--- config.mk ---
export PLATFORM = sky130hd
export DESIGN_NAME = voice_allocator_with_stealing
export DESIGN_NICKNAME = d
export VERILOG_FILES = /design/src/design/vas_pkg.sv /design/src/design/vas_rec_mem.sv /design/src/design/vas_cmp.sv /design/src/design/vas_ctrl.sv /design/src/design/voice_allocator_with_stealing.sv
export SDC_FILE = /design/constraint.sdc
export NUM_CORES = 2
export LEC_CHECK = 0
export BUFFER_PORTS_ARGS = -buffer_cell sky130_fd_sc_hd__buf_4
export CORE_MARGIN = 8
export CORE_UTILIZATION = 25
export CTS_CLUSTER_DIAMETER = 100
export DETAILED_ROUTE_END_ITERATION = 10
export PLACE_DENSITY = 0.5
export RECOVER_POWER = 50
export REMOVE_ABC_BUFFERS = 1
export SLEW_MARGIN = 10
export SYNTH_ARGS = -nofsm -noshare
export SYNTH_HDL_FRONTEND = slang
export SYNTH_SLANG_ARGS = --single-unit
--- constraint.sdc ---
create_clock -name clk -period 9.2 [get_ports clk]
set_input_delay 0.46 -clock clk [delete_from_list [all_inputs] [get_ports clk]]
set_output_delay 0.46 -clock clk [all_outputs]
set_load 0.005 [all_outputs]
--- src/design/vas_pkg.sv ---
// ----------------------------------------------------------------------------
// vas_pkg
// shared types, codes and helpers of the voice allocator
// ----------------------------------------------------------------------------
package vas_pkg;

    localparam int VOICES_DEF = 16;
    // group members freed by a steal that still get their own result item
    localparam int MAX_REPORT = 15;

    typedef enum logic [1:0] {
        OP_ALLOC   = 2'd0,
        OP_RELEASE = 2'd1,
        OP_CLEAR   = 2'd2
    } opcode_t;

    typedef enum logic [1:0] {
        EV_ALLOC   = 2'd0,
        EV_STOLEN  = 2'd1,
        EV_RELEASE = 2'd2,
        EV_CLEAR   = 2'd3
    } event_t;

    typedef enum logic [1:0] {
        ST_FREE      = 2'd0,
        ST_HELD      = 2'd1,
        ST_RELEASING = 2'd2
    } status_t;

    typedef enum logic [1:0] {
        CMP_STAMP_LT = 2'd0,
        CMP_GROUP_EQ = 2'd1,
        CMP_KEY_EQ   = 2'd2
    } cmp_op_t;

    typedef enum logic [3:0] {
        S_IDLE,
        S_ASCAN,
        S_ADECIDE,
        S_AGRP,
        S_GSCAN,
        S_AVICT,
        S_AWRITE,
        S_RSCAN,
        S_REMIT,
        S_CLEAR
    } state_t;

    // one voice record in the slot memory
    typedef struct packed {
        logic [3:0]  channel;
        logic [6:0]  note;
        logic [6:0]  velocity;
        logic [15:0] group;
        logic [31:0] stamp;
    } rec_t;

    // input item as seen by the sequencer
    typedef struct packed {
        logic [1:0]  opcode;
        logic [3:0]  channel;
        logic [6:0]  note;
        logic [6:0]  velocity;
        logic [15:0] group_id;
    } cmd_t;

    // result item handed from the sequencer to the output register
    typedef struct packed {
        logic        valid;
        event_t      kind;
        logic [3:0]  slot;
        logic [4:0]  released_count;
        logic [4:0]  active_voices;
        logic        last;
    } emit_t;

    // bits needed to index a pool of n slots
    function automatic int idx_width(input int n);
        return (n > 1) ? $clog2(n) : 1;
    endfunction

endpackage

--- src/design/vas_rec_mem.sv ---
// ----------------------------------------------------------------------------
// vas_rec_mem
// voice record memory, one write port and one registered read port
// ----------------------------------------------------------------------------
module vas_rec_mem
    import vas_pkg::*;
#(
    parameter int DEPTH = VOICES_DEF
)
(
    input  logic                          clk,
    input  logic                          we,
    input  logic [idx_width(DEPTH)-1:0]   waddr,
    input  rec_t                          wdata,
    input  logic                          re,
    input  logic [idx_width(DEPTH)-1:0]   raddr,
    output rec_t                          rdata
);

    rec_t mem_reg [DEPTH];
    rec_t rdata_reg;

    always_ff @(posedge clk)
    begin
        if (we)
        begin
            mem_reg[waddr] <= wdata;
        end
        if (re)
        begin
            rdata_reg <= mem_reg[raddr];
        end
    end

    assign rdata = rdata_reg;

endmodule

--- src/design/vas_cmp.sv ---
// ----------------------------------------------------------------------------
// vas_cmp
// shared compare unit: stamp order, group match or channel and note match
// ----------------------------------------------------------------------------
module vas_cmp
    import vas_pkg::*;
(
    input  cmp_op_t     op,
    input  rec_t        rec,
    input  logic [31:0] best_stamp,
    input  logic [15:0] group,
    input  logic [3:0]  channel,
    input  logic [6:0]  note,
    output logic        hit
);

    always_comb
    begin
        case (op)
            CMP_STAMP_LT: hit = (rec.stamp < best_stamp);
            CMP_GROUP_EQ: hit = (rec.group == group);
            CMP_KEY_EQ:   hit = (rec.channel == channel) && (rec.note == note);
            default:      hit = 1'b0;
        endcase
    end

endmodule

--- src/design/vas_ctrl.sv ---
// ----------------------------------------------------------------------------
// vas_ctrl
// sequencer: slot status, scans over the record memory, result generation
// ----------------------------------------------------------------------------
module vas_ctrl
    import vas_pkg::*;
#(
    parameter int VOICES = VOICES_DEF
)
(
    input  logic  clk,
    input  logic  rst_n,
    input  logic  start,
    input  cmd_t  cmd_in,
    input  logic  out_free,
    output logic  idle,
    output emit_t emit
);

    localparam int IDXW = idx_width(VOICES);
    localparam int CW   = $clog2(VOICES + 1);

    state_t            state_reg, state_next;
    cmd_t              cmd_reg, cmd_next;
    status_t           status_reg [VOICES];
    status_t           status_next [VOICES];
    logic [CW-1:0]     cnt_reg, cnt_next;
    logic              eval_vld_reg, eval_vld_next;
    logic [IDXW-1:0]   eval_idx_reg, eval_idx_next;
    logic              free_found_reg, free_found_next;
    logic [IDXW-1:0]   free_idx_reg, free_idx_next;
    logic              rel_found_reg, rel_found_next;
    logic [IDXW-1:0]   rel_idx_reg, rel_idx_next;
    logic [31:0]       rel_best_reg, rel_best_next;
    logic              held_found_reg, held_found_next;
    logic [IDXW-1:0]   held_idx_reg, held_idx_next;
    logic [31:0]       held_best_reg, held_best_next;
    logic [IDXW-1:0]   vict_reg, vict_next;
    logic [15:0]       vg_reg, vg_next;
    logic [3:0]        emit_cnt_reg, emit_cnt_next;
    logic [CW-1:0]     rel_cnt_reg, rel_cnt_next;
    logic [CW-1:0]     active_reg, active_next;
    logic [31:0]       age_reg, age_next;

    // memory and compare unit hookup
    logic              mem_we, mem_re;
    logic [IDXW-1:0]   mem_raddr;
    rec_t              mem_wdata, mem_rdata;
    cmp_op_t           cmp_op;
    logic [31:0]       cmp_best;
    logic              cmp_hit;

    // helpers
    status_t           cur_status;
    logic              scan_issue, scan_done, advance;
    logic              group_hit, report;
    logic [IDXW-1:0]   victim_c;
    logic [31:0]       age_inc;
    logic [CW-1:0]     act_dec, act_inc;
    logic [CW+4:0]     act_w, act_dec_w, act_inc_w, rel_w;
    logic [IDXW+3:0]   eidx_w, vict_w;

    vas_rec_mem #(
        .DEPTH (VOICES)
    ) u_mem (
        .clk   (clk),
        .we    (mem_we),
        .waddr (vict_reg),
        .wdata (mem_wdata),
        .re    (mem_re),
        .raddr (mem_raddr),
        .rdata (mem_rdata)
    );

    vas_cmp u_cmp (
        .op         (cmp_op),
        .rec        (mem_rdata),
        .best_stamp (cmp_best),
        .group      (vg_reg),
        .channel    (cmd_reg.channel),
        .note       (cmd_reg.note),
        .hit        (cmp_hit)
    );

    assign cur_status = status_reg[eval_idx_reg];
    assign scan_issue = (cnt_reg < CW'(VOICES));
    assign scan_done  = (cnt_reg == CW'(VOICES)) && !eval_vld_reg;
    assign age_inc    = (age_reg == '1) ? age_reg : age_reg + 32'd1;
    assign act_dec    = active_reg - CW'(1);
    assign act_inc    = active_reg + CW'(1);
    assign act_w      = {5'b0, active_reg};
    assign act_dec_w  = {5'b0, act_dec};
    assign act_inc_w  = {5'b0, act_inc};
    assign rel_w      = {5'b0, rel_cnt_reg};
    assign eidx_w     = {4'b0, eval_idx_reg};
    assign vict_w     = {4'b0, vict_reg};
    assign idle       = (state_reg == S_IDLE);

    assign cmp_best = (cur_status == ST_RELEASING) ? rel_best_reg : held_best_reg;

    always_comb
    begin
        case (state_reg)
            S_ASCAN: cmp_op = CMP_STAMP_LT;
            S_GSCAN: cmp_op = CMP_GROUP_EQ;
            default: cmp_op = CMP_KEY_EQ;
        endcase
    end

    // victim priority: lowest free, then oldest releasing, then oldest held
    always_comb
    begin
        if (free_found_reg)
            victim_c = free_idx_reg;
        else if (rel_found_reg)
            victim_c = rel_idx_reg;
        else if (held_found_reg)
            victim_c = held_idx_reg;
        else
            victim_c = '0;
    end

    assign group_hit = (state_reg == S_GSCAN) && eval_vld_reg && cmp_hit
                       && (cur_status != ST_FREE) && (eval_idx_reg != vict_reg);
    assign report    = group_hit && (emit_cnt_reg < 4'(MAX_REPORT));
    assign advance   = !(report && !out_free);

    // next state
    always_comb
    begin
        state_next = state_reg;
        case (state_reg)
            S_IDLE:
            begin
                if (start)
                begin
                    case (cmd_in.opcode)
                        OP_ALLOC:   state_next = S_ASCAN;
                        OP_RELEASE: state_next = S_RSCAN;
                        OP_CLEAR:   state_next = S_CLEAR;
                        default:    state_next = S_IDLE;
                    endcase
                end
            end
            S_ASCAN:   if (scan_done) state_next = S_ADECIDE;
            S_ADECIDE: state_next = S_AGRP;
            S_AGRP:
            begin
                if (status_reg[vict_reg] == ST_FREE)
                    state_next = S_AWRITE;
                else if (mem_rdata.group == 16'd0)
                    state_next = S_AVICT;
                else
                    state_next = S_GSCAN;
            end
            S_GSCAN:   if (scan_done) state_next = S_AVICT;
            S_AVICT:   if (out_free) state_next = S_AWRITE;
            S_AWRITE:  if (out_free) state_next = S_IDLE;
            S_RSCAN:   if (scan_done) state_next = S_REMIT;
            S_REMIT:   if (out_free) state_next = S_IDLE;
            S_CLEAR:   if (out_free) state_next = S_IDLE;
            default:   state_next = S_IDLE;
        endcase
    end

    // datapath and outputs
    always_comb
    begin
        cmd_next        = cmd_reg;
        status_next     = status_reg;
        cnt_next        = cnt_reg;
        eval_vld_next   = eval_vld_reg;
        eval_idx_next   = eval_idx_reg;
        free_found_next = free_found_reg;
        free_idx_next   = free_idx_reg;
        rel_found_next  = rel_found_reg;
        rel_idx_next    = rel_idx_reg;
        rel_best_next   = rel_best_reg;
        held_found_next = held_found_reg;
        held_idx_next   = held_idx_reg;
        held_best_next  = held_best_reg;
        vict_next       = vict_reg;
        vg_next         = vg_reg;
        emit_cnt_next   = emit_cnt_reg;
        rel_cnt_next    = rel_cnt_reg;
        active_next     = active_reg;
        age_next        = age_reg;
        mem_we          = 1'b0;
        mem_re          = 1'b0;
        mem_raddr       = cnt_reg[IDXW-1:0];
        mem_wdata       = '{channel:  cmd_reg.channel,
                            note:     cmd_reg.note,
                            velocity: cmd_reg.velocity,
                            group:    cmd_reg.group_id,
                            stamp:    age_inc};
        emit            = '{valid: 1'b0, kind: EV_ALLOC, slot: 4'd0,
                            released_count: 5'd0, active_voices: act_w[4:0],
                            last: 1'b0};

        // common scan pipeline: issue a read, then evaluate the registered read data
        if ((state_reg == S_ASCAN || state_reg == S_GSCAN || state_reg == S_RSCAN)
            && advance)
        begin
            if (scan_issue)
            begin
                mem_re        = 1'b1;
                cnt_next      = cnt_reg + CW'(1);
                eval_vld_next = 1'b1;
                eval_idx_next = cnt_reg[IDXW-1:0];
            end
            else
            begin
                eval_vld_next = 1'b0;
            end
        end

        case (state_reg)
            S_IDLE:
            begin
                if (start)
                begin
                    cmd_next        = cmd_in;
                    cnt_next        = '0;
                    eval_vld_next   = 1'b0;
                    free_found_next = 1'b0;
                    rel_found_next  = 1'b0;
                    held_found_next = 1'b0;
                    rel_cnt_next    = '0;
                end
            end
            S_ASCAN:
            begin
                if (eval_vld_reg)
                begin
                    case (cur_status)
                        ST_FREE:
                        begin
                            if (!free_found_reg)
                            begin
                                free_found_next = 1'b1;
                                free_idx_next   = eval_idx_reg;
                            end
                        end
                        ST_RELEASING:
                        begin
                            if (!rel_found_reg || cmp_hit)
                            begin
                                rel_found_next = 1'b1;
                                rel_idx_next   = eval_idx_reg;
                                rel_best_next  = mem_rdata.stamp;
                            end
                        end
                        ST_HELD:
                        begin
                            if (!held_found_reg || cmp_hit)
                            begin
                                held_found_next = 1'b1;
                                held_idx_next   = eval_idx_reg;
                                held_best_next  = mem_rdata.stamp;
                            end
                        end
                        default: ;
                    endcase
                end
            end
            S_ADECIDE:
            begin
                // fetch the victim record for its group
                vict_next = victim_c;
                mem_re    = 1'b1;
                mem_raddr = victim_c;
            end
            S_AGRP:
            begin
                vg_next       = mem_rdata.group;
                cnt_next      = '0;
                eval_vld_next = 1'b0;
                emit_cnt_next = '0;
            end
            S_GSCAN:
            begin
                if (group_hit && advance)
                begin
                    status_next[eval_idx_reg] = ST_FREE;
                    active_next               = act_dec;
                    if (report)
                    begin
                        emit_cnt_next = emit_cnt_reg + 4'd1;
                        emit = '{valid: 1'b1, kind: EV_STOLEN, slot: eidx_w[3:0],
                                 released_count: 5'd0, active_voices: act_dec_w[4:0],
                                 last: 1'b0};
                    end
                end
            end
            S_AVICT:
            begin
                if (out_free)
                begin
                    status_next[vict_reg] = ST_FREE;
                    active_next           = act_dec;
                    emit = '{valid: 1'b1, kind: EV_STOLEN, slot: vict_w[3:0],
                             released_count: 5'd0, active_voices: act_dec_w[4:0],
                             last: 1'b0};
                end
            end
            S_AWRITE:
            begin
                if (out_free)
                begin
                    mem_we                = 1'b1;
                    age_next              = age_inc;
                    status_next[vict_reg] = ST_HELD;
                    active_next           = act_inc;
                    emit = '{valid: 1'b1, kind: EV_ALLOC, slot: vict_w[3:0],
                             released_count: 5'd0, active_voices: act_inc_w[4:0],
                             last: 1'b1};
                end
            end
            S_RSCAN:
            begin
                if (eval_vld_reg && cmp_hit && cur_status == ST_HELD)
                begin
                    status_next[eval_idx_reg] = ST_RELEASING;
                    rel_cnt_next              = rel_cnt_reg + CW'(1);
                end
            end
            S_REMIT:
            begin
                if (out_free)
                begin
                    emit = '{valid: 1'b1, kind: EV_RELEASE, slot: 4'd0,
                             released_count: rel_w[4:0], active_voices: act_w[4:0],
                             last: 1'b1};
                end
            end
            S_CLEAR:
            begin
                if (out_free)
                begin
                    for (int i = 0; i < VOICES; i++)
                    begin
                        status_next[i] = ST_FREE;
                    end
                    active_next = '0;
                    age_next    = '0;
                    emit = '{valid: 1'b1, kind: EV_CLEAR, slot: 4'd0,
                             released_count: 5'd0, active_voices: 5'd0,
                             last: 1'b1};
                end
            end
            default: ;
        endcase
    end

    // control state
    always_ff @(posedge clk or negedge rst_n)
    begin
        if (!rst_n)
        begin
            state_reg    <= S_IDLE;
            active_reg   <= '0;
            age_reg      <= '0;
            eval_vld_reg <= 1'b0;
            cnt_reg      <= '0;
            for (int i = 0; i < VOICES; i++)
            begin
                status_reg[i] <= ST_FREE;
            end
        end
        else
        begin
            state_reg    <= state_next;
            active_reg   <= active_next;
            age_reg      <= age_next;
            eval_vld_reg <= eval_vld_next;
            cnt_reg      <= cnt_next;
            status_reg   <= status_next;
        end
    end

    // working registers
    always_ff @(posedge clk)
    begin
        cmd_reg        <= cmd_next;
        eval_idx_reg   <= eval_idx_next;
        free_found_reg <= free_found_next;
        free_idx_reg   <= free_idx_next;
        rel_found_reg  <= rel_found_next;
        rel_idx_reg    <= rel_idx_next;
        rel_best_reg   <= rel_best_next;
        held_found_reg <= held_found_next;
        held_idx_reg   <= held_idx_next;
        held_best_reg  <= held_best_next;
        vict_reg       <= vict_next;
        vg_reg         <= vg_next;
        emit_cnt_reg   <= emit_cnt_next;
        rel_cnt_reg    <= rel_cnt_next;
    end

endmodule

--- src/design/voice_allocator_with_stealing.sv ---
// ----------------------------------------------------------------------------
// voice_allocator_with_stealing
// polyphonic voice allocator with oldest-first stealing and note groups
// ----------------------------------------------------------------------------
// The pool holds VOICES slots; each slot is free, held or releasing and keeps
// channel, note, velocity, note group and an age stamp in a small record
// memory. One item is worked on at a time and in_stall stays high until the
// last result item of that item has been loaded into the output register.
// Allocate and release walk the record memory one slot per cycle through a
// single shared compare unit; the note-group sweep pauses while a stolen
// item waits for the output register. An allocate with no free slot steals:
// it adds a victim item, and a note-group sweep when the victim has a
// nonzero group. An output stall holds the sequencer while it has a result
// to load.
// Results: a steal gives one stolen item per freed group member (the first
// fifteen only are reported), then the victim, then the allocation; release
// and clear give one item each; opcode 3 gives none. The last field marks the
// final result of each item.
// ----------------------------------------------------------------------------
module voice_allocator_with_stealing
    import vas_pkg::*;
#(
    parameter int VOICES = VOICES_DEF
)
(
    input  logic        clk,
    input  logic        rst_n,

    // request channel
    input  logic        in_valid,
    output logic        in_stall,
    input  logic [1:0]  opcode,
    input  logic [3:0]  channel,
    input  logic [6:0]  note,
    input  logic [6:0]  velocity,
    input  logic [15:0] group_id,

    // event channel
    output logic        out_valid,
    input  logic        out_stall,
    output logic [1:0]  event_kind,
    output logic [3:0]  slot,
    output logic [4:0]  released_count,
    output logic [4:0]  active_voices,
    output logic        last
);

    logic   ctrl_idle;
    logic   accept;
    logic   out_free;
    cmd_t   cmd;
    emit_t  emit;

    // output register state
    logic        out_valid_reg;
    event_t      kind_reg;
    logic [3:0]  slot_reg;
    logic [4:0]  rel_reg;
    logic [4:0]  active_reg;
    logic        last_reg;

    // new items only while the sequencer sits idle
    assign in_stall = !ctrl_idle;
    assign accept   = in_valid && ctrl_idle;

    // the output register takes a new result when empty or being drained
    assign out_free = !out_valid_reg || !out_stall;

    assign cmd = '{opcode:   opcode,
                   channel:  channel,
                   note:     note,
                   velocity: velocity,
                   group_id: group_id};

    vas_ctrl #(
        .VOICES (VOICES)
    ) u_ctrl (
        .clk      (clk),
        .rst_n    (rst_n),
        .start    (accept),
        .cmd_in   (cmd),
        .out_free (out_free),
        .idle     (ctrl_idle),
        .emit     (emit)
    );

    // output valid flag
    always_ff @(posedge clk or negedge rst_n)
    begin
        if (!rst_n)
        begin
            out_valid_reg <= 1'b0;
        end
        else if (emit.valid)
        begin
            out_valid_reg <= 1'b1;
        end
        else if (!out_stall)
        begin
            out_valid_reg <= 1'b0;
        end
    end

    // output payload, loaded only with a fresh result
    always_ff @(posedge clk)
    begin
        if (emit.valid)
        begin
            kind_reg   <= emit.kind;
            slot_reg   <= emit.slot;
            rel_reg    <= emit.released_count;
            active_reg <= emit.active_voices;
            last_reg   <= emit.last;
        end
    end

    assign out_valid      = out_valid_reg;
    assign event_kind     = kind_reg;
    assign slot           = slot_reg;
    assign released_count = rel_reg;
    assign active_voices  = active_reg;
    assign last           = last_reg;

endmodule
==> impl_metrics.prom <==
# TYPE chip_impl_metric gauge
chip_impl_metric{name="yosys_top_cell_area_share",unit="%"} 67.24
chip_impl_info{name="hold_path_startpoint",value="opcode[0]"} 1
chip_impl_info{name="cp-start-kind",value="register"} 1
chip_impl_info{name="hp-class",value="in -> reg"} 1
chip_impl_metric{name="area_growth_syn_to_layout",unit="%"} 15.13
chip_impl_metric{name="place.detailed.instances",unit=""} 6375
chip_impl_metric{name="io_buffer_count",unit=""} 51
chip_impl_metric{name="max-cap-violations",unit=""} 22
chip_impl_info{name="failed_checks",value="capacitance limit, slew limit"} 1
chip_impl_metric{name="syn-cell-area",unit="µm²"} 51760
chip_impl_info{name="grt_setup_unrepaired",value="no"} 1
chip_impl_metric{name="synthesis.instances",unit=""} 3807
chip_impl_metric{name="cts_buffers",unit=""} 134
chip_impl_metric{name="nets",unit=""} 3914
chip_impl_metric{name="synth-seq-area-share",unit="%"} 71.11
chip_impl_info{name="synth_area_leaders",value="edfxtp_1 (67%), a211oi_1 (4.5%), nand2_1 (4.3%), dfrtp_1 (3.9%), and2_1 (2.8%)"} 1
chip_impl_info{name="setup.worst_path.class",value="reg -> reg"} 1
chip_impl_metric{name="placeableCoreArea",unit="µm²"} 206400
chip_impl_metric{name="synthesis.area_per_instance",unit="µm²"} 13.60
chip_impl_info{name="tritoncts",value="done"} 1
chip_impl_metric{name="largest_reg_flops",unit=""} 944
chip_impl_metric{name="p_int",unit="mW"} 12.04
chip_impl_metric{name="synth_cell_types",unit=""} 79
chip_impl_metric{name="gpl.final_weighted_congestion",unit=""} 0.8304
chip_impl_metric{name="drt-total-wl",unit="µm"} 137800
chip_impl_metric{name="io_pins",unit=""} 59
chip_impl_metric{name="timing.clock.skew",unit="ns"} 0.02972
chip_impl_metric{name="final_period_minus_worst_setup_slack",unit="ns"} 7.338
chip_impl_metric{name="via_count_of_the_first_global_routing_pass",unit=""} 31110
chip_impl_info{name="crit_start",value="u_ctrl.state_reg[1]$_DFFE_PN0P_"} 1
chip_impl_metric{name="max_clock_freq",unit="MHz"} 136.3
chip_impl_metric{name="drive_above_1_share",unit="%"} 8.142
chip_impl_metric{name="viasPerCell",unit=""} 4.788
chip_impl_metric{name="p_leak",unit="nW"} 18.63
chip_impl_metric{name="critical_path_peak_fanout",unit=""} 45
chip_impl_metric{name="cts.reportedPaths.clkPinSlew",unit="ns"} 0.06
chip_impl_metric{name="clock_power_share",unit="%"} 27.5
chip_impl_metric{name="irDropWorstVdd",unit="mV"} 0.5407
chip_impl_metric{name="slew_viol_final",unit=""} 614
chip_impl_metric{name="synth.ff_latch_count",unit=""} 1239
chip_impl_metric{name="grt_remaining_overflow",unit=""} 0
chip_impl_metric{name="drt_pass1_iterations",unit=""} 6
chip_impl_metric{name="grt_use_total",unit="%"} 11.96
chip_impl_metric{name="clkLatencyLatePin",unit="ns"} 0.76
chip_impl_metric{name="crit_path_arrival_time",unit="ns"} 7.70
chip_impl_metric{name="floorplan.initialDensity",unit="%"} 25.07
chip_impl_metric{name="synth_enable_flop_cells",unit=""} 1159
chip_impl_metric{name="fp.dieArea",unit="µm²"} 221900
chip_impl_info{name="worst_r2r_startpoint",value="u_ctrl.state_reg[1]$_DFFE_PN0P_"} 1
chip_impl_metric{name="row_count",unit=""} 167
chip_impl_metric{name="ctsHtreeMaxLevel",unit=""} 4
chip_impl_metric{name="worst_slew_pin_slew",unit="ns"} 3.325
chip_impl_info{name="crit_path_end_kind",value="register"} 1
chip_impl_metric{name="remaining_drc_errors",unit=""} 0
chip_impl_metric{name="cts-resized-gates",unit=""} 0
chip_impl_metric{name="power_frac_seq",unit="%"} 38.8
chip_impl_metric{name="grt_max_degree",unit=""} 199
chip_impl_metric{name="die_height",unit="µm"} 471.0
chip_impl_metric{name="wire_per_inst",unit="µm"} 20.77
chip_impl_metric{name="synth_warnings",unit=""} 0
chip_impl_metric{name="finalCritPeriodShare",unit="%"} 79.76
chip_impl_metric{name="clock_tree.buffer_depth",unit=""} 3
chip_impl_metric{name="comb_power_share",unit="%"} 33.6
chip_impl_metric{name="antenna_violations_before_repair",unit=""} 2
chip_impl_metric{name="netSwitchingFraction",unit="%"} 36.51
chip_impl_metric{name="final-instance-count-excl-fill",unit=""} 6636
chip_impl_metric{name="place_hpwl",unit="µm"} 72180
chip_impl_metric{name="clk_sink_count",unit=""} 1239
chip_impl_info{name="postSynth.topFlopCell",value="edfxtp_1"} 1
chip_impl_metric{name="power_per_cell_area",unit="nW/µm²"} 318.3
chip_impl_metric{name="first_iter_violations",unit=""} 2680
chip_impl_metric{name="hold_ws",unit="ns"} 0.1192
chip_impl_metric{name="worstPathRequired",unit="ns"} 9.57
chip_impl_info{name="yosysTopAreaCell",value="edfxtp_1"} 1
chip_impl_metric{name="die_width",unit="µm"} 471.0
chip_impl_metric{name="slew-limit-headroom",unit="%"} -121.7
chip_impl_metric{name="drtAntennaViolNets",unit=""} 0
chip_impl_metric{name="rrSetupSlack",unit="ns"} 1.86
chip_impl_metric{name="p_sw",unit="mW"} 6.925
chip_impl_metric{name="num_vias",unit=""} 31770
chip_impl_metric{name="final_setup_violating_endpoints",unit=""} 0
chip_impl_metric{name="synthArstFlopShare",unit="%"} 6.457
chip_impl_metric{name="finalHoldViolations",unit=""} 0
chip_impl_info{name="status",value="complete, but fails checks"} 1
chip_impl_info{name="clock_tree.root_cell",value="clkbuf_16"} 1
chip_impl_metric{name="grt_first_pass_wirelength",unit="µm"} 205800
-- cell families after synthesis --
group           count (synthesis)  share of synthesized area (%)
simple gates                 1139                          10.25
xor+xnor                       68                          1.151
mux                            57                          1.303
fa+ha+maj                      39                         0.9428
compound gates                983                          13.10
flops                        1239                          71.11
buf+inv                       282                          2.149
-- per-stage QoR --
stage / cell area (µm²) / setup slack [ns] / utilization [%] / setup TNS, ns / total power [mW]
3_5_place_dp: 55380 / 2.322 / 26.83 / 0 / 13.96
3_3_place_gp: 55380 / 2.337 / 26.83 / 0 / 13.91
5_1_grt: 59590 / 1.371 / 28.86 / 0 / 20.05
4_1_cts: 59840 / 2.239 / 28.99 / 0 / 19.23
2_1_floorplan: 50700 / -7.578 / - / -447.00 / 12.21
6_report: 59590 / 1.862 / 28.86 / 0 / 18.97
-- per-layer routing --
metal	global-route usage, %	up-vias	share of wire, %
met1	16.68	16140	47
met2	19.34	741	47
li1	-	14700	-
met5	0	-	0.0094
met4	3.241	2	2.1
met3	1.910	187	4.7
-- area by class of cell --
type                       count  area, µm²
fill                       20760     146900
clock inverter                66      575.6
sequential                  1239      36810
clock buffer                 165       3606
inverter                      15      56.30
timing repair buffer         159       1185
antenna                        2      5.005
tap                         2704       3383
multi-input combinational   2286      13970
-- final timing paths --
kind	cells past startpoint	to
max in group asynchronous	3	u_ctrl.status_reg[14]$_DFFE_PN0P_
worst max-delay path	8	u_ctrl.u_mem.mem_reg[11][20]$_DFFE_PP_
min in group asynchronous	2	u_ctrl.cnt_reg[1]$_DFF_PN0_
worst min-delay path	4	u_ctrl.state_reg[3]$_DFFE_PN0P_
worst min register to register	1	u_ctrl.age_reg[31]$_DFFE_PN0P_
worst max register to register	8	u_ctrl.u_mem.mem_reg[11][20]$_DFFE_PP_
-- power by group through the flow --
stage	Clock, mW	Combinational [mW]	Sequential, mW
after floorplan	0	4.82	7.39
after global placement	0	6.44	7.47
after detailed placement	0	6.49	7.47
after CTS	5.34	6.52	7.36
after global routing	5.55	7.08	7.42
final	5.23	6.38	7.36
-- cells in the final DEF, fill, tap and decap left out, types with 12 or more instances in the layout --
cell type,count
o21ai_0,70
nand4_1,14
clkbuf_1,74
nor4_1,13
inv_1,12
nand2b_1,16
nor2b_1,16
nand3_1,43
and2_0,12
o31ai_1,16
xor2_1,20
dlygate4sd3_1,28
and3_1,16
o221ai_1,13
clkbuf_16,139
nor2_1,114
and2_1,229
a21oi_1,179
a211oi_1,307
buf_4,46
a311oi_1,118
clkinv_1,26
edfxtp_1,1159
o21ai_1,27
dfrtp_1,80
xnor2_1,46
nor3_1,38
a22o_1,13
clkbuf_4,25
mux2i_1,36
clkinv_2,24
a31oi_1,152
ha_1,39
nand2_1,589
-- critical path, cell delays in order, from the launching register on --
cell      delay (ns)
dfrtp_1         0.32
clkbuf_1        1.34
nand2_1         0.18
nor2_1          0.24
nand2_2         0.06
clkbuf_1        1.03
nor3_2          0.48
clkbuf_1        2.36
buf_4           0.85
-- cells in the mapped netlist (6+ instances only) --
master	n
ha_1	39
mux2_2	13
a22oi_1	10
a211oi_1	308
and2_0	12
o21a_1	10
or2_2	8
nor2_1	117
and2_1	229
o221ai_1	13
dfrtp_1	80
inv_1	12
o22ai_1	9
a22o_1	13
a21oi_1	180
a311oi_1	118
clkbuf_1	235
o31ai_1	16
xor2_1	22
nor3_1	40
o21ai_0	70
edfxtp_1	1159
and4_1	6
and3_1	17
buf_1	13
buf_2	12
a31oi_1	152
nor2b_1	16
nand2b_1	16
nand2_1	592
o21ai_1	27
a21o_1	8
nand4_1	14
a32oi_1	8
xnor2_1	46
nor4_1	12
mux2i_1	37
nand3_1	43
-- what timing repair did --
item | CTS | global route
hold endpoints to repair | 65 | 0
setup buffers | 0 | 0
hold buffers | 28 | 0
(Power assumes the default switching activity.)
